File: src/rtl/awbg_pkg.sv
package awbg_pkg;

    localparam int PIX_W    = 16;
    localparam int VAL_W    = 24;
    localparam int GRAD_W   = 25;
    localparam int FRAC_W   = 14;
    localparam int LINE_W   = 7;
    localparam int CFG_W    = 16;
    localparam int IDX_W    = 3;
    localparam int QUEUE_DEPTH = 16;
    localparam int QUEUE_AW    = 4;

    typedef logic [LINE_W-1:0]   line_t;
    typedef logic [QUEUE_AW-1:0] qptr_t;
    typedef logic [QUEUE_AW:0]   qcnt_t;

    localparam qcnt_t QCNT_FULL = qcnt_t'(QUEUE_DEPTH);

    localparam logic CMD_LOAD     = 1'b0;
    localparam logic CMD_RESAMPLE = 1'b1;

    localparam logic [IDX_W-1:0] REG_LINE_SHIFT         = 3'd0;
    localparam logic [IDX_W-1:0] REG_LINE_FROM_LINE     = 3'd1;
    localparam logic [IDX_W-1:0] REG_LINE_FROM_SAMPLE   = 3'd2;
    localparam logic [IDX_W-1:0] REG_SAMPLE_SHIFT       = 3'd3;
    localparam logic [IDX_W-1:0] REG_SAMPLE_FROM_LINE   = 3'd4;
    localparam logic [IDX_W-1:0] REG_SAMPLE_FROM_SAMPLE = 3'd5;

    typedef struct packed {
        logic signed [CFG_W-1:0] line_shift;
        logic signed [CFG_W-1:0] line_from_line;
        logic signed [CFG_W-1:0] line_from_sample;
        logic signed [CFG_W-1:0] sample_shift;
        logic signed [CFG_W-1:0] sample_from_line;
        logic signed [CFG_W-1:0] sample_from_sample;
    } cfg_t;

    localparam cfg_t CFG_RESET = '{
        line_shift:         16'sd0,
        line_from_line:     16'sd16384,
        line_from_sample:   16'sd0,
        sample_shift:       16'sd0,
        sample_from_line:   16'sd0,
        sample_from_sample: 16'sd16384
    };

    typedef struct packed {
        logic              valid;
        logic              load;
        logic              oor;
        line_t             line;
        line_t             samp;
        logic [PIX_W-1:0]  pixel;
        logic [FRAC_W-1:0] fl;
        logic [FRAC_W-1:0] fs;
    } req_t;

    typedef struct packed {
        logic              valid;
        logic              oor;
        logic [FRAC_W-1:0] fl;
        logic [FRAC_W-1:0] fs;
        logic [PIX_W-1:0]  p00;
        logic [PIX_W-1:0]  p01;
        logic [PIX_W-1:0]  p10;
        logic [PIX_W-1:0]  p11;
    } nbhd_t;

    typedef struct packed {
        logic [VAL_W-1:0]         value;
        logic signed [GRAD_W-1:0] grad_line;
        logic signed [GRAD_W-1:0] grad_sample;
        logic                     oor;
    } res_t;

endpackage

File: src/rtl/awbg_interp.sv
module awbg_interp (
    input  logic            aclk,
    input  logic            aresetn,
    input  awbg_pkg::nbhd_t nbhd,
    output logic            res_valid,
    output awbg_pkg::res_t  res
);

    logic signed [17:0] d1_next;
    logic signed [16:0] d2_next, d3_next;

    logic               v4_reg, oor4_reg;
    logic signed [17:0] d1_reg;
    logic signed [16:0] d2_reg, d3_reg;
    logic [15:0]        p00_4_reg;
    logic [13:0]        fl4_reg, fs4_reg;

    logic signed [31:0] d1_x, d2_x, d3_x, fl_x, fs_x;
    logic signed [31:0] d1fs_next, d1fl_next, d2fs_next, d3fl_next;

    logic               v5_reg, oor5_reg;
    logic signed [31:0] d1fs_reg, d1fl_reg, d2fs_reg, d3fl_reg;
    logic signed [16:0] d2_5_reg, d3_5_reg;
    logic [15:0]        p00_5_reg;
    logic [13:0]        fl5_reg;

    logic signed [47:0] d1fs_w, fl_w, p00_w, d2fs_w, d3fl_w;
    logic signed [47:0] prod_next, part_next;
    logic signed [32:0] gl_sum, gs_sum;

    logic               v6_reg, oor6_reg;
    logic signed [47:0] prod_reg, part_reg;
    logic signed [24:0] gl_reg, gs_reg;

    logic signed [47:0] v28;

    assign d1_next = 18'(nbhd.p11) + 18'(nbhd.p00) - 18'(nbhd.p01) - 18'(nbhd.p10);
    assign d2_next = 17'(nbhd.p01) - 17'(nbhd.p00);
    assign d3_next = 17'(nbhd.p10) - 17'(nbhd.p00);

    assign d1_x = 32'(d1_reg);
    assign d2_x = 32'(d2_reg);
    assign d3_x = 32'(d3_reg);
    assign fl_x = 32'(fl4_reg);
    assign fs_x = 32'(fs4_reg);

    assign d1fs_next = d1_x * fs_x;
    assign d1fl_next = d1_x * fl_x;
    assign d2fs_next = d2_x * fs_x;
    assign d3fl_next = d3_x * fl_x;

    assign d1fs_w    = 48'(d1fs_reg);
    assign fl_w      = 48'(fl5_reg);
    assign p00_w     = 48'(p00_5_reg);
    assign d2fs_w    = 48'(d2fs_reg);
    assign d3fl_w    = 48'(d3fl_reg);
    assign prod_next = d1fs_w * fl_w;
    assign part_next = (p00_w <<< 28) + ((d2fs_w + d3fl_w) <<< 14);

    assign gl_sum = (33'(d3_5_reg) <<< 14) + 33'(d1fs_reg) + 33'sd32;
    assign gs_sum = (33'(d2_5_reg) <<< 14) + 33'(d1fl_reg) + 33'sd32;

    always_ff @(posedge aclk) begin
        if (!aresetn) begin
            v4_reg <= 1'b0;
            v5_reg <= 1'b0;
            v6_reg <= 1'b0;
        end else begin
            v4_reg <= nbhd.valid;
            v5_reg <= v4_reg;
            v6_reg <= v5_reg;
        end
    end

    always_ff @(posedge aclk) begin
        oor4_reg  <= nbhd.oor;
        d1_reg    <= d1_next;
        d2_reg    <= d2_next;
        d3_reg    <= d3_next;
        p00_4_reg <= nbhd.p00;
        fl4_reg   <= nbhd.fl;
        fs4_reg   <= nbhd.fs;

        oor5_reg  <= oor4_reg;
        d1fs_reg  <= d1fs_next;
        d1fl_reg  <= d1fl_next;
        d2fs_reg  <= d2fs_next;
        d3fl_reg  <= d3fl_next;
        d2_5_reg  <= d2_reg;
        d3_5_reg  <= d3_reg;
        p00_5_reg <= p00_4_reg;
        fl5_reg   <= fl4_reg;

        oor6_reg  <= oor5_reg;
        prod_reg  <= prod_next;
        part_reg  <= part_next;
        gl_reg    <= gl_sum[30:6];
        gs_reg    <= gs_sum[30:6];
    end

    assign v28 = part_reg + prod_reg + 48'sd524288;

    assign res_valid       = v6_reg;
    assign res.value       = oor6_reg ? '0 : v28[43:20];
    assign res.grad_line   = oor6_reg ? '0 : gl_reg;
    assign res.grad_sample = oor6_reg ? '0 : gs_reg;
    assign res.oor         = oor6_reg;

endmodule

File: config.mk
export PLATFORM = sky130hd
export DESIGN_NAME = awbg_interp
export DESIGN_NICKNAME = d
export VERILOG_FILES = /design/src/rtl/awbg_pkg.sv /design/src/rtl/awbg_interp.sv
export SDC_FILE = /design/constraint.sdc
export NUM_CORES = 2
export LEC_CHECK = 0
export ABC_AREA = 1
export BUFFER_PORTS_ARGS = -buffer_cell sky130_fd_sc_hd__clkbuf_2
export CORE_ASPECT_RATIO = 1.2
export CORE_MARGIN = 3
export CORE_UTILIZATION = 61
export DETAILED_ROUTE_END_ITERATION = 8
export HOLD_SLACK_MARGIN = 0.12
export MAX_ROUTING_LAYER = met4
export PLACE_DENSITY = 0.78
export SETUP_SLACK_MARGIN = 0.1
export SYNTH_ARGS = -nofsm -noshare
export SYNTH_HDL_FRONTEND = slang
export SYNTH_SLANG_ARGS = --single-unit
File: constraint.sdc
create_clock -name aclk -period 6.4 [get_ports aclk]
set_input_delay 0.32 -clock aclk [delete_from_list [all_inputs] [get_ports aclk]]
set_output_delay 0.32 -clock aclk [all_outputs]
set_load 0.05 [all_outputs]
Word-level counts from Yosys, hierarchy flattened

Index checks and enable logic that the tools add are counted.

Flip-flop bits (word level): 427
Bits of input ports: 96
Output and inout bits: 76
Logic and storage cells: 45

Add/subtract/negate cells: 13
Multiplexer cells: 3
Multipliers: 5

Operators with widths:

| cell                                            | count |
|---|---|
| adder 44 bit                                    | 2 |
| adder 31 bit                                    | 2 |
| adder 31 x 7 -> 31 bit (second input constant)  | 2 |
| multiplier 17 x 15 -> 30 bit                    | 2 |
| two-way mux 25 bit                              | 2 |
| adder 44 x 21 -> 44 bit (second input constant) | 1 |
| multiplier 32 x 15 -> 44 bit                    | 1 |
| subtractor 16 x 16 -> 17 bit                    | 2 |
| multiplier 18 x 15 -> 32 bit                    | 1 |
| multiplier 18 x 15 -> 31 bit                    | 1 |
| adder 30 bit                                    | 1 |
| two-way mux 24 bit                              | 1 |
| subtractor 17 x 16 -> 18 bit                    | 1 |
| subtractor 18 x 16 -> 18 bit                    | 1 |
| adder 16 x 16 -> 17 bit                         | 1 |

Logic depth before layout (Yosys ltp)

Word-level depth: 3
Depth in mapped cells: 31
Gate-level depth less buffers: 29

Worst setup path before layout

No wires, ideal clock.

Path type: flip-flop to flip-flop
Start point: reg fl5_reg[0]
End point: reg prod_reg[43]
Data required time: 6.288 ns
Cell stages (with the launch flop): 25
Data arrival time: 5.542 ns
Period minus slack after synthesis: 5.654 ns
Library setup time: 0.112 ns
Setup slack: 0.746 ns
Path buffers: 1
Cell sequence: dfxtp_1 clkbuf_1 nand2_1 fa_1 inv_1 fa_1 inv_1 fa_1 inv_1 fa_1 inv_1 fa_1 inv_1 fa_1 ha_1 inv_1 o21bai_1 a21boi_0 nand2_1 a21oi_1 nand2_1 nor2_1 inv_1 nand2_1 nand2_1

Longest elaborated chain between the ends: 1

Ends and longest elaborated chain:

| element                      | line              | RTL |
|---|---|---|
| from (decl)                  | awbg_interp.sv:25 | `logic [13:0] fl5_reg;` |
| from (signal assigned)       | awbg_interp.sv:92 | `fl5_reg <= fl4_reg;` |
| multiplier 32 x 15 -> 44 bit | awbg_interp.sv:57 | `assign prod_next = d1fs_w * fl_w;` |
| named net prod_next[43]      | awbg_interp.sv:28 | `logic signed [47:0] prod_next, part_next;` |
| to (signal assigned)         | awbg_interp.sv:95 | `prod_reg <= prod_next;` |
| to (decl)                    | awbg_interp.sv:32 | `logic signed [47:0] prod_reg, part_reg;` |

The timed path passes the listed nets, and every way through them passes these cells.
A chain may end at the register's enable or synchronous reset.

Final worst setup path

Start point: reg d2_reg[7]
End point: reg d2fs_reg[22]

Longest elaborated chain between the ends: 1

Ends and longest elaborated chain:

| element                      | line              | RTL |
|---|---|---|
| from (decl)                  | awbg_interp.sv:14 | `logic signed [16:0] d2_reg, d3_reg;` |
| from (signal assigned)       | awbg_interp.sv:78 | `d2_reg <= d2_next;` |
| multiplier 17 x 15 -> 30 bit | awbg_interp.sv:49 | `assign d2fs_next = d2_x * fs_x;` |
| named net d2fs_next[22]      | awbg_interp.sv:19 | `logic signed [31:0] d1fs_next, d1fl_next, d2fs_next, d3fl_next;` |
| to (signal assigned)         | awbg_interp.sv:87 | `d2fs_reg <= d2fs_next;` |
| to (decl)                    | awbg_interp.sv:22 | `logic signed [31:0] d1fs_reg, d1fl_reg, d2fs_reg, d3fl_reg;` |

The timed path passes the listed nets, and every way through them passes these cells.

==> results.tsv <==
metric	value	unit
final setup TNS	0	ns
Initial DRC Count	4075	
initial standard-cell utilization of the core	61.7	%
most frequent cell after synthesis	inv_1	
hold path startpoint	nbhd[45]	
total met3 wirelength after detailed routing	15000	um
grt ovf	0	
clock input transition at the sequential cells of the worst setup and hold paths	0.07	ns
detailed-route wire length per cell	19.2	um
Critical Path Start Type	flip-flop	
Routed met2 length	105000	um
share of Yosys cell area claimed by the top area cell type	37.1	%
maximum capacitance violations	0	
P&R area growth vs syn	7.78	%
Max Transition Viols Final	0	
average footprint of a synthesized cell	7.64	um^2
routed metal-1 wirelength	79200	um
worst skew pair latency	0.67	ns
global-route wire length before repair	344000	um
Routability Congestion	1.02	
die area	122000	um^2
number of nets with antenna violations after routing	0	
post-layout worst setup margin	0.256	ns
critical setup path kind	reg -> reg	
number of H-tree levels	2	
Total Routing Usage GR	37.1	%
largest net degree at the start of global routing	39	
source of the worst register-to-register timing path	d2_reg[7]	
antenna violations before repair	10	
number of global-route vias before repair	65200	
Detailed Routing Iterations Pass 1	7	
number of hold violations in the final report	0	
Clk Tree Root Cell	clkbuf_16	
Post-synth top flop	dfxtp_1	
FFs w/ async S/R, synth	0	%
cells along the critical path	nand2_1 > fa_1 > fa_1 > inv_1 > fa_1 > fa_1 > fa_1 > inv_1 > fa_1 > inv_1 > ha_1 > nand2_1 > nor2_1 > inv_1 > nor3_1 > nand4_1 > nand3_1 > xor2_1	
maximum clock skew at final layout	0.0456	ns
setup repair after global routing missed its margin	no	
Hold Path Class	in -> reg	
Top Metal Used	met4	
clock tree from TritonCTS	yes	
row cnt	137	
min Tclk post-route	6.14	ns
total CTS buffers	48	
instance area after placement	75400	um^2
synth top area cells	fa_1 (37%), inv_1 (14%), nand2_1 (12%)	
Die H	383	um
maximum buffer depth of the clock tree	3	
number of synthesized register bits	394	
Cell Area, Synth	72200	um^2
unique cell type count in the Yosys netlist	60	
Via-to-Cell Ratio	5.39	
endpoint type of the worst setup path	flip-flop	
synthesized netlist cell count	9443	
number of buffers and inverters on the critical path	4	
Routed Wire Length	214000	um
count of flip-flops with a built-in enable after synthesis	0	
most frequent cell on the critical path	fa_1	
data required time of the worst path	6.90	ns
post-route DRC violation count	0	
detailed-route via count	60200	
number of top-level design ports	172	
worst max-slew margin expressed relative to the limit	28.9	%
width of the chip	320	um
count of warnings emitted by yosys	0	
total nets after synthesis	11400	
share of cells above drive strength 1	5.12	%
final HPWL from detailed placement	179000	um
delay of the slowest critical-path stage	0.86	ns
maximum fanout count along the critical path	15	
biggest area consumer among synthesized cells	fa_1	
R2R setup slack	0.26	ns
slowest cell on the critical path	dfxtp_1	
Highest Clock Rate	163	MHz
Core Box Area	117000	um^2
crit share post-route	96.0	%
post-place setup slack	0.275	ns
number of nets in the layout	11600	
critical path startpoint	d2_reg[7]	
count of buffers added by post-CTS timing repair for setup	0	
number of clock sinks	394	
final-report setup violation count	0	
transition time of the tightest slew-check pin	1.06	ns
share of the yosys chip area belonging to registers	10.9	%
number of buffer cells added on primary ports	171	
Post-Layout Inst Area	77800	um^2
status	complete, no violations	
worst endpoint data arrival time	6.64	ns
top cell types by occurrence after synthesis	inv_1 (2,719), nand2_1 (2,327), fa_1 (1,337)	
max FFs per register	32	
cell type group with the largest total delay on the critical path	adder cells	
## worst paths after layout
check            endpoint  depth (start not counted)
max          d2fs_reg[22]                         18
min            d2_reg[13]                          3
max reg2reg  d2fs_reg[22]                         18
min reg2reg      oor6_reg                          0
## cells in the final DEF, fill, tap and decap left out, types with 168 or more instances in the layout
| cell type | instances |
|---|---|
| inv_1 | 2719 |
| nand2_1 | 2327 |
| fa_1 | 1336 |
| ha_1 | 570 |
| nor2_1 | 406 |
| dfxtp_1 | 386 |
| a21oi_1 | 368 |
| xor2_1 | 198 |
| nand3_1 | 195 |
| clkbuf_2 | 171 |
| o21ai_0 | 168 |
## kinds of logic after synthesis
| logic type | Yosys count | synth area share [%] |
|---|---|---|
| AND/OR/NAND/NOR | 3121 | 17.3 |
| adder cells (fa/ha/maj) | 1908 | 47.0 |
| flip-flops | 394 | 10.9 |
| XOR/XNOR | 282 | 3.43 |
| buffers and inverters | 3025 | 15.8 |
| AO/OA/AOI/OAI | 713 | 5.51 |
## through the flow
stage                     hold slack (ns)  instances  util (%)
after CTS                           0.131      11200      66.5
after floorplan                     0.310       9443         -
after detailed placement            0.312      11000      64.5
after global routing                0.178      11200      66.5
final                               0.166      11200      66.5
after global placement              0.310      11000      64.5
## worst register-to-register path, cell delays in order (launching register included)
cell	delay, ns
dfxtp_1	0.86
nand2_1	0.20
fa_1	0.53
fa_1	0.52
inv_1	0.05
fa_1	0.56
fa_1	0.44
fa_1	0.51
inv_1	0.05
fa_1	0.48
inv_1	0.04
ha_1	0.38
nand2_1	0.11
nor2_1	0.18
inv_1	0.08
nor3_1	0.24
nand4_1	0.15
nand3_1	0.15
xor2_1	0.45
## metal layers
layer / vias up / GRT usage (%)
met1: 29300 / 41.9
met4: 0 / 21.5
met5: - / -
met3: 839 / 5.72
li1: 27600 / -
met2: 2525 / 62.9
## cell type report
class                      instances  area (um^2)
clock inverter                    32          387
clock buffer                      58         1320
inverter                        2733        10300
multi-input combinational       6024        52900
timing repair buffer             397         3090
fill                            9958        39100
antenna                           10         25.0
tap                             1529         1910
sequential                       394         7900
## repair_timing
item,CTS,global route
resized for setup,0,11
endpoints found under the setup margin,0,22
hold buffers,64,0
endpoints found under the hold margin,66,0
Power is left out: the tool's default activity adds up to more than one toggle a clock period on the data nets, which glitch-free logic cannot reach.
