**config.mk**
```make
export PLATFORM = sky130hd
export DESIGN_NAME = awbg_map
export DESIGN_NICKNAME = d
export VERILOG_FILES = /design/src/rtl/awbg_pkg.sv /design/src/rtl/awbg_map.sv
export SDC_FILE = /design/constraint.sdc
export NUM_CORES = 1
export LEC_CHECK = 0
export BUFFER_PORTS_ARGS = -buffer_cell sky130_fd_sc_hd__buf_2
export CAP_MARGIN = 20
export CORE_MARGIN = 5
export CORE_UTILIZATION = 30
export CTS_BUF_LIST = sky130_fd_sc_hd__clkbuf_8
export CTS_CLUSTER_DIAMETER = 40
export DETAILED_ROUTE_END_ITERATION = 16
export GPL_ROUTABILITY_DRIVEN = 0
export PLACE_DENSITY = 0.43
export SETUP_SLACK_MARGIN = 0.4
export SLEW_MARGIN = 5
export SYNTH_ARGS = -nofsm -noshare
export SYNTH_HDL_FRONTEND = slang
export SYNTH_SLANG_ARGS = --single-unit
```
**constraint.sdc**
```tcl
create_clock -name aclk -period 14.95 [get_ports aclk]
set_input_delay 1.495 -clock aclk [delete_from_list [all_inputs] [get_ports aclk]]
set_output_delay 1.495 -clock aclk [all_outputs]
set_load 0.05 [all_outputs]
```
**src/rtl/awbg_pkg.sv**
```systemverilog
package awbg_pkg;

    localparam int PIX_W    = 16;
    localparam int VAL_W    = 24;
    localparam int GRAD_W   = 25;
    localparam int FRAC_W   = 14;
    localparam int LINE_W   = 7;
    localparam int CFG_W    = 16;
    localparam int IDX_W    = 3;
    localparam int QUEUE_DEPTH = 16;
    localparam int QUEUE_AW    = 4;

    typedef logic [LINE_W-1:0]   line_t;
    typedef logic [QUEUE_AW-1:0] qptr_t;
    typedef logic [QUEUE_AW:0]   qcnt_t;

    localparam qcnt_t QCNT_FULL = qcnt_t'(QUEUE_DEPTH);

    localparam logic CMD_LOAD     = 1'b0;
    localparam logic CMD_RESAMPLE = 1'b1;

    localparam logic [IDX_W-1:0] REG_LINE_SHIFT         = 3'd0;
    localparam logic [IDX_W-1:0] REG_LINE_FROM_LINE     = 3'd1;
    localparam logic [IDX_W-1:0] REG_LINE_FROM_SAMPLE   = 3'd2;
    localparam logic [IDX_W-1:0] REG_SAMPLE_SHIFT       = 3'd3;
    localparam logic [IDX_W-1:0] REG_SAMPLE_FROM_LINE   = 3'd4;
    localparam logic [IDX_W-1:0] REG_SAMPLE_FROM_SAMPLE = 3'd5;

    typedef struct packed {
        logic signed [CFG_W-1:0] line_shift;
        logic signed [CFG_W-1:0] line_from_line;
        logic signed [CFG_W-1:0] line_from_sample;
        logic signed [CFG_W-1:0] sample_shift;
        logic signed [CFG_W-1:0] sample_from_line;
        logic signed [CFG_W-1:0] sample_from_sample;
    } cfg_t;

    localparam cfg_t CFG_RESET = '{
        line_shift:         16'sd0,
        line_from_line:     16'sd16384,
        line_from_sample:   16'sd0,
        sample_shift:       16'sd0,
        sample_from_line:   16'sd0,
        sample_from_sample: 16'sd16384
    };

    typedef struct packed {
        logic              valid;
        logic              load;
        logic              oor;
        line_t             line;
        line_t             samp;
        logic [PIX_W-1:0]  pixel;
        logic [FRAC_W-1:0] fl;
        logic [FRAC_W-1:0] fs;
    } req_t;

    typedef struct packed {
        logic              valid;
        logic              oor;
        logic [FRAC_W-1:0] fl;
        logic [FRAC_W-1:0] fs;
        logic [PIX_W-1:0]  p00;
        logic [PIX_W-1:0]  p01;
        logic [PIX_W-1:0]  p10;
        logic [PIX_W-1:0]  p11;
    } nbhd_t;

    typedef struct packed {
        logic [VAL_W-1:0]         value;
        logic signed [GRAD_W-1:0] grad_line;
        logic signed [GRAD_W-1:0] grad_sample;
        logic                     oor;
    } res_t;

endpackage

```
**src/rtl/awbg_map.sv**
```systemverilog
module awbg_map #(
    parameter int WIN_LINES   = 15,
    parameter int WIN_SAMPLES = 15,
    parameter int BORDER      = 5
) (
    input  logic                 aclk,
    input  logic                 aresetn,
    input  logic                 in_accept,
    input  logic                 in_command,
    input  logic [4:0]           in_row,
    input  logic [4:0]           in_col,
    input  logic [15:0]          in_pixel,
    input  awbg_pkg::cfg_t       cfg,
    output awbg_pkg::req_t       req
);

    localparam int TGT_LINES   = WIN_LINES + 2 * BORDER;
    localparam int TGT_SAMPLES = WIN_SAMPLES + 2 * BORDER;
    localparam int CTR_LINE    = (WIN_LINES - 1) / 2;
    localparam int CTR_SAMPLE  = (WIN_SAMPLES - 1) / 2;
    localparam int ORG_LINE    = CTR_LINE + BORDER;
    localparam int ORG_SAMPLE  = CTR_SAMPLE + BORDER;

    logic signed [6:0]  dl, ds;
    logic signed [22:0] dl_x, ds_x;
    logic signed [22:0] a1_x, a2_x, b1_x, b2_x;
    logic signed [22:0] pa1_next, pa2_next, pb1_next, pb2_next;

    logic               v1_reg, cmd1_reg;
    logic [4:0]         row1_reg, col1_reg;
    logic [15:0]        pix1_reg;
    logic signed [22:0] pa1_reg, pa2_reg, pb1_reg, pb2_reg;

    logic signed [25:0] l14_next, s14_next;
    logic               v2_reg, cmd2_reg;
    logic [4:0]         row2_reg, col2_reg;
    logic [15:0]        pix2_reg;
    logic signed [25:0] l14_reg, s14_reg;

    logic signed [11:0] li, si;
    logic               line_oor, samp_oor, load_oor, is_load;

    assign dl   = 7'(in_row) - 7'(CTR_LINE);
    assign ds   = 7'(in_col) - 7'(CTR_SAMPLE);
    assign dl_x = 23'(dl);
    assign ds_x = 23'(ds);
    assign a1_x = 23'(cfg.line_from_line);
    assign a2_x = 23'(cfg.line_from_sample);
    assign b1_x = 23'(cfg.sample_from_line);
    assign b2_x = 23'(cfg.sample_from_sample);

    assign pa1_next = a1_x * dl_x;
    assign pa2_next = a2_x * ds_x;
    assign pb1_next = b1_x * dl_x;
    assign pb2_next = b2_x * ds_x;

    assign l14_next = (26'(cfg.line_shift) <<< 6) + 26'(pa1_reg) + 26'(pa2_reg)
                    + 26'(ORG_LINE * 16384);
    assign s14_next = (26'(cfg.sample_shift) <<< 6) + 26'(pb1_reg) + 26'(pb2_reg)
                    + 26'(ORG_SAMPLE * 16384);

    always_ff @(posedge aclk) begin
        if (!aresetn) begin
            v1_reg <= 1'b0;
            v2_reg <= 1'b0;
        end else begin
            v1_reg <= in_accept;
            v2_reg <= v1_reg;
        end
    end

    always_ff @(posedge aclk) begin
        cmd1_reg <= in_command;
        row1_reg <= in_row;
        col1_reg <= in_col;
        pix1_reg <= in_pixel;
        pa1_reg  <= pa1_next;
        pa2_reg  <= pa2_next;
        pb1_reg  <= pb1_next;
        pb2_reg  <= pb2_next;
        cmd2_reg <= cmd1_reg;
        row2_reg <= row1_reg;
        col2_reg <= col1_reg;
        pix2_reg <= pix1_reg;
        l14_reg  <= l14_next;
        s14_reg  <= s14_next;
    end

    assign li = l14_reg[25:14];
    assign si = s14_reg[25:14];

    assign line_oor = li[11] | (li[10:0] >= 11'(TGT_LINES - 1));
    assign samp_oor = si[11] | (si[10:0] >= 11'(TGT_SAMPLES - 1));
    assign load_oor = (awbg_pkg::line_t'(row2_reg) >= awbg_pkg::line_t'(TGT_LINES))
                    | (awbg_pkg::line_t'(col2_reg) >= awbg_pkg::line_t'(TGT_SAMPLES));
    assign is_load  = (cmd2_reg == awbg_pkg::CMD_LOAD);

    always_comb begin
        req.valid = v2_reg;
        req.load  = is_load;
        req.oor   = is_load ? load_oor : (line_oor | samp_oor);
        req.line  = is_load ? awbg_pkg::line_t'(row2_reg) : li[awbg_pkg::LINE_W-1:0];
        req.samp  = is_load ? awbg_pkg::line_t'(col2_reg) : si[awbg_pkg::LINE_W-1:0];
        req.pixel = pix2_reg;
        req.fl    = l14_reg[13:0];
        req.fs    = s14_reg[13:0];
    end

endmodule

```
; Word-level counts from Yosys, hierarchy flattened
; Cells that the tools add are included.
; W data, S select, Z words.
[classes]
addsub = 8
mul = 4
div_mod_pow = 0
magnitude_cmp = 4
eq_ne = 0
n_shift = 0
mux = 3
bitwise_logic = 5
n_reduce_logical = 0
[op_table]
columns = operator, n
row1 = $mul A16 B6 Y22, 4
row2 = $add A24 B19 Y25 const B, 2
row3 = $add A23 B22 Y24, 2
row4 = $add A22 B22 Y23, 2
row5 = $ge A11 B5 Y1 const B, 2
row6 = $mux W7, 2
row7 = $sub A5 B3 Y6 const B, 2
row8 = $ge A5 B5 Y1 const B, 2
row9 = $or A1 B1 Y1, 4
row10 = $mux W1, 1
row11 = $not A1 Y1, 1
[totals]
register_bits = 196
latchBits = 0
ramBits = 0
romBits = 0
input_bits = 126
out_inout_bits = 61
n_memories = 0

; Logic depth before layout (Yosys ltp)
; Gate-level depths: netlist (run 1).
[depth]
depth_word = 4
mapped_depth = 20
depth_no_buf = 19

; Worst setup path after synthesis (run 1)
; No wires, ideal clock.
[synth_path]
path_kind = input -> register
start = input in_col[1]
end = register pb2_reg[20]
setup_ns = 0.072
arrival_time_ns = 6.336
required_time_ns = 14.878
path_slack_ns = 8.542
cell_stages = 18
path_buffers = 2
cell_sequence = and3_1 or3_1 clkbuf_1 clkbuf_1 or2_2 fa_1 fa_1 inv_1 fa_1 fa_1 fa_1 a211oi_1 o21bai_1 a31o_2 a221oi_4 a21oi_2 a311oi_1 xnor2_1
[synth_between]
elab_chain_len = 2
[synth_rtl]
columns = element, line
row1 = start: declaration, awbg_map.sv:11  ; input logic [4:0] in_col,
row2 = $sub A5 B3 Y6, awbg_map.sv:44  ; assign ds = 7'(in_col) - 7'(CTR_SAMPLE);
row3 = $mul A16 B6 Y22, awbg_map.sv:55  ; assign pb2_next = b2_x * ds_x;
row4 = named net pb2_next[20], awbg_map.sv:27  ; logic signed [22:0] pa1_next, pa2_next, pb1_next, pb2_next;
row5 = end signal: assignment, awbg_map.sv:80  ; pb2_reg <= pb2_next;
row6 = end: declaration, awbg_map.sv:32  ; logic signed [22:0] pa1_reg, pa2_reg, pb1_reg, pb2_reg;
; The timed path passes the listed nets, and every way through them passes these cells.
; A chain may end at the register's enable or synchronous reset.

; Final worst setup path (run 1)
[layout_path]
start = input in_row[0]
end = register pa1_reg[20]
[layout_between]
elab_chain_len = 2
[layout_rtl]
columns = element, line
row1 = start: declaration, awbg_map.sv:10  ; input logic [4:0] in_row,
row2 = $sub A5 B3 Y6, awbg_map.sv:43  ; assign dl = 7'(in_row) - 7'(CTR_LINE);
row3 = $mul A16 B6 Y22, awbg_map.sv:52  ; assign pa1_next = a1_x * dl_x;
row4 = named net pa1_next[20], awbg_map.sv:27
row5 = end signal: assignment, awbg_map.sv:77  ; pa1_reg <= pa1_next;
row6 = end: declaration, awbg_map.sv:32
; The timed path passes the listed nets, and every way through them passes these cells.

==> run metrics, run 1 <==
# fillers=7166; fin crit share=45.2%; reg2reg path depth=11; layout cells sized above 1=11.8%; number of synthesized register bits=194; # port buffers=186; Data arrival, critical path=7.12 ns; wire length on met1=26000 um; Top Metal Used=met5; Area Overhead vs Synth=10.7%; Worst Setup Start Kind=primary input; multiplexer share of the synthesized area=0.687%; FF/Latch Area=3880 sq um; Hold Crit Class=register to register; Final Hold Vio Count=0; Synth Area in Adders=44.4%; Post-CTS Hold Buffers=0; DRT Pass-1 Iters=5; via count=14.5k; Initial Util=30.4%; CP Capture Type=register; Post-Synth Simple-Gate Area=15.1%; fraction of registers with async set/reset=0%; Die W=274 um; status=finished clean; hold path cells=0; CTS tree=built; total grt overflow=0; RSZ-0062 raised after global routing=false; Synthesized Nets=2804; Hold Crit Start=pix1_reg[2]$_DFF_P_; Slew @ Worst Pin=0.838 ns; fin nets=2945; Layout Skew=0.0242 ns; sequential area share after synthesis=18.5%; Reg2Reg Setup Slack=11.54 ns; num rows=96; synth unique cells=72; Total GRT Usage=14.6%; largest net degree at the start of global routing=36; reg2reg start=pa2_reg[2]$_DFF_P_; main combinational cell family by area after synthesis=adder cells; vias per std cell=4.53; H-tree levels=4; number of synthesized flops with an enable pin=0; WL met2=26800 um; Multi-input gate area=15700 sq um; Mapped Area=20900 sq um; Finish-stage setup viols=0; CTS Buffer Depth=2; Clock Latency Late Sink=0.49 ns; max cap viols=0; DP Wirelength=46800 um; number of global-route vias before repair=15.4k; Req. time, crit path=15.32 ns; first-pass GRT wire length=86000 um; CP max FO=35; RR Endpoint=l14_reg[24]$_DFF_P_; worst hold endpoint=pix2_reg[2]$_DFF_P_; core area=68900 sq um; clock sink total=194; height of the die=274 um; Mapped Cells=2114; root buffer cell=clkbuf_8; critical path class=primary input to register; initial antenna violation count=4; postcts setup bufs=0; Ports=187; TNS Setup=0 ns; TritonCTS buffer count=17; DR iter-0 viols=871; post-cts repair resize count=0; Syn Area/Cell=9.91 sq um; FMAX=0.148 GHz; Synth Area in XOR/XNOR=4.64%; met3 wire length=1330 um; Routed WL per cell=17.1 um; Compound-Gate Fraction of Synth Area=9.83%; Final Critical Period=6.75 ns; drt total wl=54700 um; Rel. slew slack=43.4%; Clock transition at path regs=0.13 ns; Slew Limit Fails=0; DRC viols=0; DIE AREA=75200 sq um; yosys warns=0; predominant post-synthesis flop cell=dfxtp_1; Post-DRT Antenna Nets=0
[cell usage in the layout (no fill, tap or decap), types with 34 or more instances in the layout]
cell     instances
dfxtp_1        194
nand2_1         78
a21oi_1         68
o21ai_0         54
nor2b_1         59
buf_2          186
nor2_1         114
xnor2_1         74
a21o_1          45
ha_1           266
and2_1         224
inv_1          276
fa_1           298
xor2_1          34
[cells by family after synthesis]
family	Yosys count
buffers and inverters	350
AO/OA/AOI/OAI	299
AND/OR/NAND/NOR	583
adder cells (fa/ha/maj)	564
XOR/XNOR	111
multiplexers	13
flip-flops	194
[metrics by stage]
step	cells	hold slack [ns]	cell area [sq um]	utilization [%]	worst slack [ns]
after floorplan	2114	0.310	20900	-	8.54
after global placement	3167	0.310	22700	33.0	7.74
after detailed placement	3167	0.312	22700	33.0	7.64
after CTS	3199	0.336	23200	33.6	8.18
after global routing	3200	0.341	23200	33.6	7.87
final	3201	0.333	23200	33.6	8.20
[final cells by class]
class	count	area share, %
repair buffers	196	4.34
multi-input cells	1570	67.6
clock inverters	15	0.815
clock buffers	17	1.01
well taps	931	5.03
diodes	2	0.0216
inverters	276	4.47
flip-flops and latches	194	16.8
[critical path: stages]
cell      delay, ns
buf_2          0.54
ha_1           0.30
a21oi_1        0.08
xor2_1         0.14
buf_4          0.34
nand2_1        0.14
fa_1           0.49
fa_1           0.49
inv_1          0.05
fa_1           0.46
fa_1           0.52
fa_1           0.46
a211oi_1       0.34
o21a_1         0.23
o31a_1         0.16
a21oi_1        0.09
o31ai_2        0.24
or4b_1         0.45
o311ai_0       0.10
[routing by layer]
| metal | global-route usage (%) | vias to the layer above |
|---|---|---|
| li1 | - | 7110 |
| met1 | 20.2 | 7184 |
| met2 | 25.1 | 177 |
| met3 | 1.44 | 28 |
| met4 | 2.63 | 4 |
| met5 | 0 | - |
[how the worst max path moves through the flow]
stage	from	to	slack (ns)	cells past startpoint
CTS	in_row[0]	pa1_reg[20]$_DFF_P_	8.18	19
floorplan	in_col[1]	pb2_reg[20]$_DFF_P_	8.54	18
global placement	in_row[0]	pa1_reg[20]$_DFF_P_	7.74	19
detailed placement	in_row[0]	pa1_reg[20]$_DFF_P_	7.64	19
global route	in_row[0]	pa1_reg[20]$_DFF_P_	7.87	19
finish	in_row[0]	pa1_reg[20]$_DFF_P_	8.20	19
[cell usage after synthesis (3+ instances only)]
| cell | instances | area [sq um] |
|---|---|---|
| a2111oi_0 | 7 | 61.3 |
| a211oi_1 | 13 | 97.6 |
| a21boi_0 | 10 | 75.1 |
| a21o_1 | 45 | 338 |
| a21oi_1 | 68 | 340 |
| a221oi_1 | 4 | 35.0 |
| a22oi_1 | 3 | 22.5 |
| a31oi_1 | 9 | 56.3 |
| and2_1 | 224 | 1400 |
| and3_1 | 11 | 68.8 |
| buf_4 | 30 | 225 |
| clkbuf_1 | 44 | 165 |
| dfxtp_1 | 194 | 3880 |
| fa_1 | 298 | 5970 |
| ha_1 | 266 | 3330 |
| inv_1 | 276 | 1040 |
| mux2_2 | 11 | 124 |
| nand2_1 | 78 | 293 |
| nand2b_1 | 24 | 150 |
| nand3_1 | 16 | 80.1 |
| nand3b_1 | 3 | 22.5 |
| nand4_1 | 4 | 25.0 |
| nor2_1 | 114 | 428 |
| nor2b_1 | 59 | 369 |
| nor3_1 | 17 | 85.1 |
| nor3b_1 | 3 | 22.5 |
| nor4_1 | 6 | 37.5 |
| o211ai_1 | 8 | 60.1 |
| o21a_1 | 15 | 113 |
| o21ai_0 | 54 | 270 |
| o21ai_2 | 3 | 26.3 |
| o21bai_1 | 19 | 143 |
| o311ai_0 | 6 | 52.6 |
| o31a_1 | 3 | 26.3 |
| o31ai_1 | 4 | 30.0 |
| or2_2 | 9 | 56.3 |
| or3_1 | 3 | 18.8 |
| xnor2_1 | 75 | 657 |
| xor2_1 | 36 | 315 |
Power of run 1 is left out: the tool's default activity adds up to more than one toggle a clock period on the data nets, which glitch-free logic cannot reach.
==> run 2: changes to the inputs <==
--- a/config.mk
+++ b/config.mk
@@ -5,6 +5,7 @@
 export SDC_FILE = /design/constraint.sdc
 export NUM_CORES = 1
 export LEC_CHECK = 0
+export ABC_AREA = 1
 export BUFFER_PORTS_ARGS = -buffer_cell sky130_fd_sc_hd__buf_2
 export CAP_MARGIN = 20
 export CORE_MARGIN = 5
==> constraint.sdc (replaced) <==
create_clock -name aclk -period 6.3 [get_ports aclk]
set_input_delay 0.63 -clock aclk [delete_from_list [all_inputs] [get_ports aclk]]
set_output_delay 0.63 -clock aclk [all_outputs]
set_load 0.05 [all_outputs]
==> run 2 against run 1 <==
- worst setup slack worse by 6.7 ns
- sequential share of layout area is 1.1 points lower
- design area is 7.2% higher
- synthesized cell count is 41% higher
- largest cell class unchanged
==> run metrics, run 2 <==
fin nets=3831; Finish-stage setup viols=0; root buffer cell=clkbuf_8; cell mode on critical path=nand2_1; post-cts repair resize count=0; hold path cells=1; Hold Crit Class=primary input to register; max cap viols=0; DRT Pass-1 Iters=7; count leader, synth=nand2_1; Rel. slew slack=25.2%; Placed Cells=4091; Clock Latency Late Sink=0.57 ns; FMAX=0.208 GHz; Initial Util=30.3%; Synth top area share=26.4%; number of synthesized register bits=194; fin crit share=76.3%; TNS Setup=0 ns; CP Capture Type=register; synth unique cells=36; Largest stage delay, worst path=0.51 ns; worst slack at placement=0.900 ns; final core occ=33.3%; most frequent cells in the layout=776 x nand2_1, 619 x inv_1, 406 x nor2_1; reg2reg path depth=11; Data arrival, critical path=5.27 ns; top post-synthesis cells by count=776 x nand2_1, 619 x inv_1, 406 x nor2_1; clock sink total=194; yosys warns=0; Req. time, crit path=6.76 ns; number of global-route vias before repair=18.5k; Worst Setup Start Kind=primary input; critical path class=primary input to register; predominant post-synthesis flop cell=dfxtp_1; Clock transition at path regs=0.12 ns; Layout Skew=0.0141 ns; Worst Setup SP=in_row[0]; initial antenna violation count=3; Syn Area/Cell=7.55 sq um; core area=74600 sq um; Final Critical Period=4.81 ns; Mapped Cells=2989; number of synthesized flops with an enable pin=0; Post-CTS Hold Buffers=0; CP delay by family, top=adder cells; critical-path cell list=buf_2, buf_4, nand3_1, nand3_1, buf_4, inv_1, nand2_1, fa_1, fa_1, inv_1, fa_1, fa_1, fa_1, nand2_1, nand2_1, nand2_1, o21ai_2, nand2_1, nand2_1, nand2_1, nand2_1; fin cells=4124; num rows=100; RSZ-0062 raised after global routing=false; Routed WL per cell=15.5 um; most common cell after layout, fill and taps aside=nand2_1; Ports=187; DRC viols=0; CP max FO=31; fraction of registers with async set/reset=0%; Bufs and invs on worst path=5; Mapped Area=22600 sq um; layout cells sized above 1=7.80%; status=finished clean; postcts setup bufs=0; RR Endpoint=l14_reg[22]$_DFF_P_; final worst slack=1.49 ns; vias per std cell=4.34; DIE AREA=80800 sq um; first-pass GRT wire length=102000 um; worst hold endpoint=pix1_reg[1]$_DFF_P_; CTS tree=built; # fillers=8205; CTS Buffer Depth=2; Worst path slowest cell=fa_1; drt total wl=63900 um; Post-DRT Antenna Nets=0; largest net degree at the start of global routing=32; Reg2Reg Setup Slack=3.49 ns; Slew Limit Fails=0; Area Overhead vs Synth=10.0%; Slew @ Worst Pin=1.12 ns; cells taking the most area after synthesis=fa_1 26%, dfxtp_1 17%, ha_1 15%; Total GRT Usage=15.9%; DR iter-0 viols=807; Synthesized Nets=3679; Final Hold Vio Count=0; Die W=284 um; via count=17.9k; total grt overflow=0; # port buffers=186; height of the die=284 um; sequential area share after synthesis=17.2%; Yosys top cell by area=fa_1; Hold Crit Start=in_pixel[1]; reg2reg start=pa2_reg[12]$_DFF_P_; H-tree levels=4; TritonCTS buffer count=17; DP Wirelength=56200 um
==> run 2: cell count changes after synthesis, sizes merged, moves of 21 or more <==
cell	previous run	this run
nand2	78	778
inv	276	625
nor2	115	407
and2	224	5
nand3	16	117
xnor2	75	8
nor2b	59	0
a21o	45	6
clkbuf	44	12
o21ai	58	32
nand2b	24	0
xor2	36	59
buf	30	51
==> run 2: through the flow <==
step / cell area, sq um / hold slack (ns)
3_3_place_gp: 24400 / 0.310
6_report: 24800 / 0.153
4_1_cts: 24800 / 0.0810
3_5_place_dp: 24400 / 0.312
2_1_floorplan: 22600 / 0.310
5_1_grt: 24800 / 0.0863
==> run 2: worst reg2reg max path: cells and delay by family, from the launching register on <==
kind | cells | cell delay (ns)
flip-flops | 1 | 0.55
AO/OA/AOI/OAI | 1 | 0.36
buffers and inverters | 1 | 0.05
AND/OR/NAND/NOR | 6 | 0.57
adder cells (fa/ha/maj) | 3 | 1.16
==> run 2: cell families after synthesis <==
logic type                 count (synthesis)  share of synthesized area [%]
AOI/OAI and AO/OA                        127                           3.00
xor gates and xnor gates                  67                           2.63
adders and majority gates                564                           41.2
buffers and inverters                    689                           12.2
DFF                                      194                           17.2
and+or+nand+nor                         1348                           23.7
==> run 2: cell type report <==
cell class / instances / area, sq um / area share (%)
Clock buffer: 17 / 234 / 0.942
Sequential cell: 194 / 3880 / 15.6
Timing Repair Buffer: 196 / 1010 / 4.05
Clock inverter: 15 / 213 / 0.857
Inverter: 626 / 2350 / 9.47
Antenna cell: 1 / 2.50 / 0.0101
Tap cell: 969 / 1210 / 4.88
Multi-Input combinational cell: 2106 / 15900 / 64.1
==> run 2: how the worst max path moves through the flow <==
stage,end,slack (ns),cells past startpoint
CTS,pa1_reg[20]$_DFF_P_,1.52,20
global route,pa2_reg[20]$_DFF_P_,1.18,20
detailed placement,pa1_reg[20]$_DFF_P_,0.90,20
floorplan,pb2_reg[19]$_DFF_P_,1.69,18
global placement,pb1_reg[21]$_DFF_P_,0.91,18
finish,pa1_reg[20]$_DFF_P_,1.49,21
==> run 2: metal layers <==
metal	vias up	share of wire (%)	GRT usage (%)
met1	8384	48	22.1
li1	9211	-	-
met4	0	1.9	3.76
met2	252	47	26.7
met3	48	2.7	2.01
met5	-	0	0
Power of run 2 is left out for the same reason.
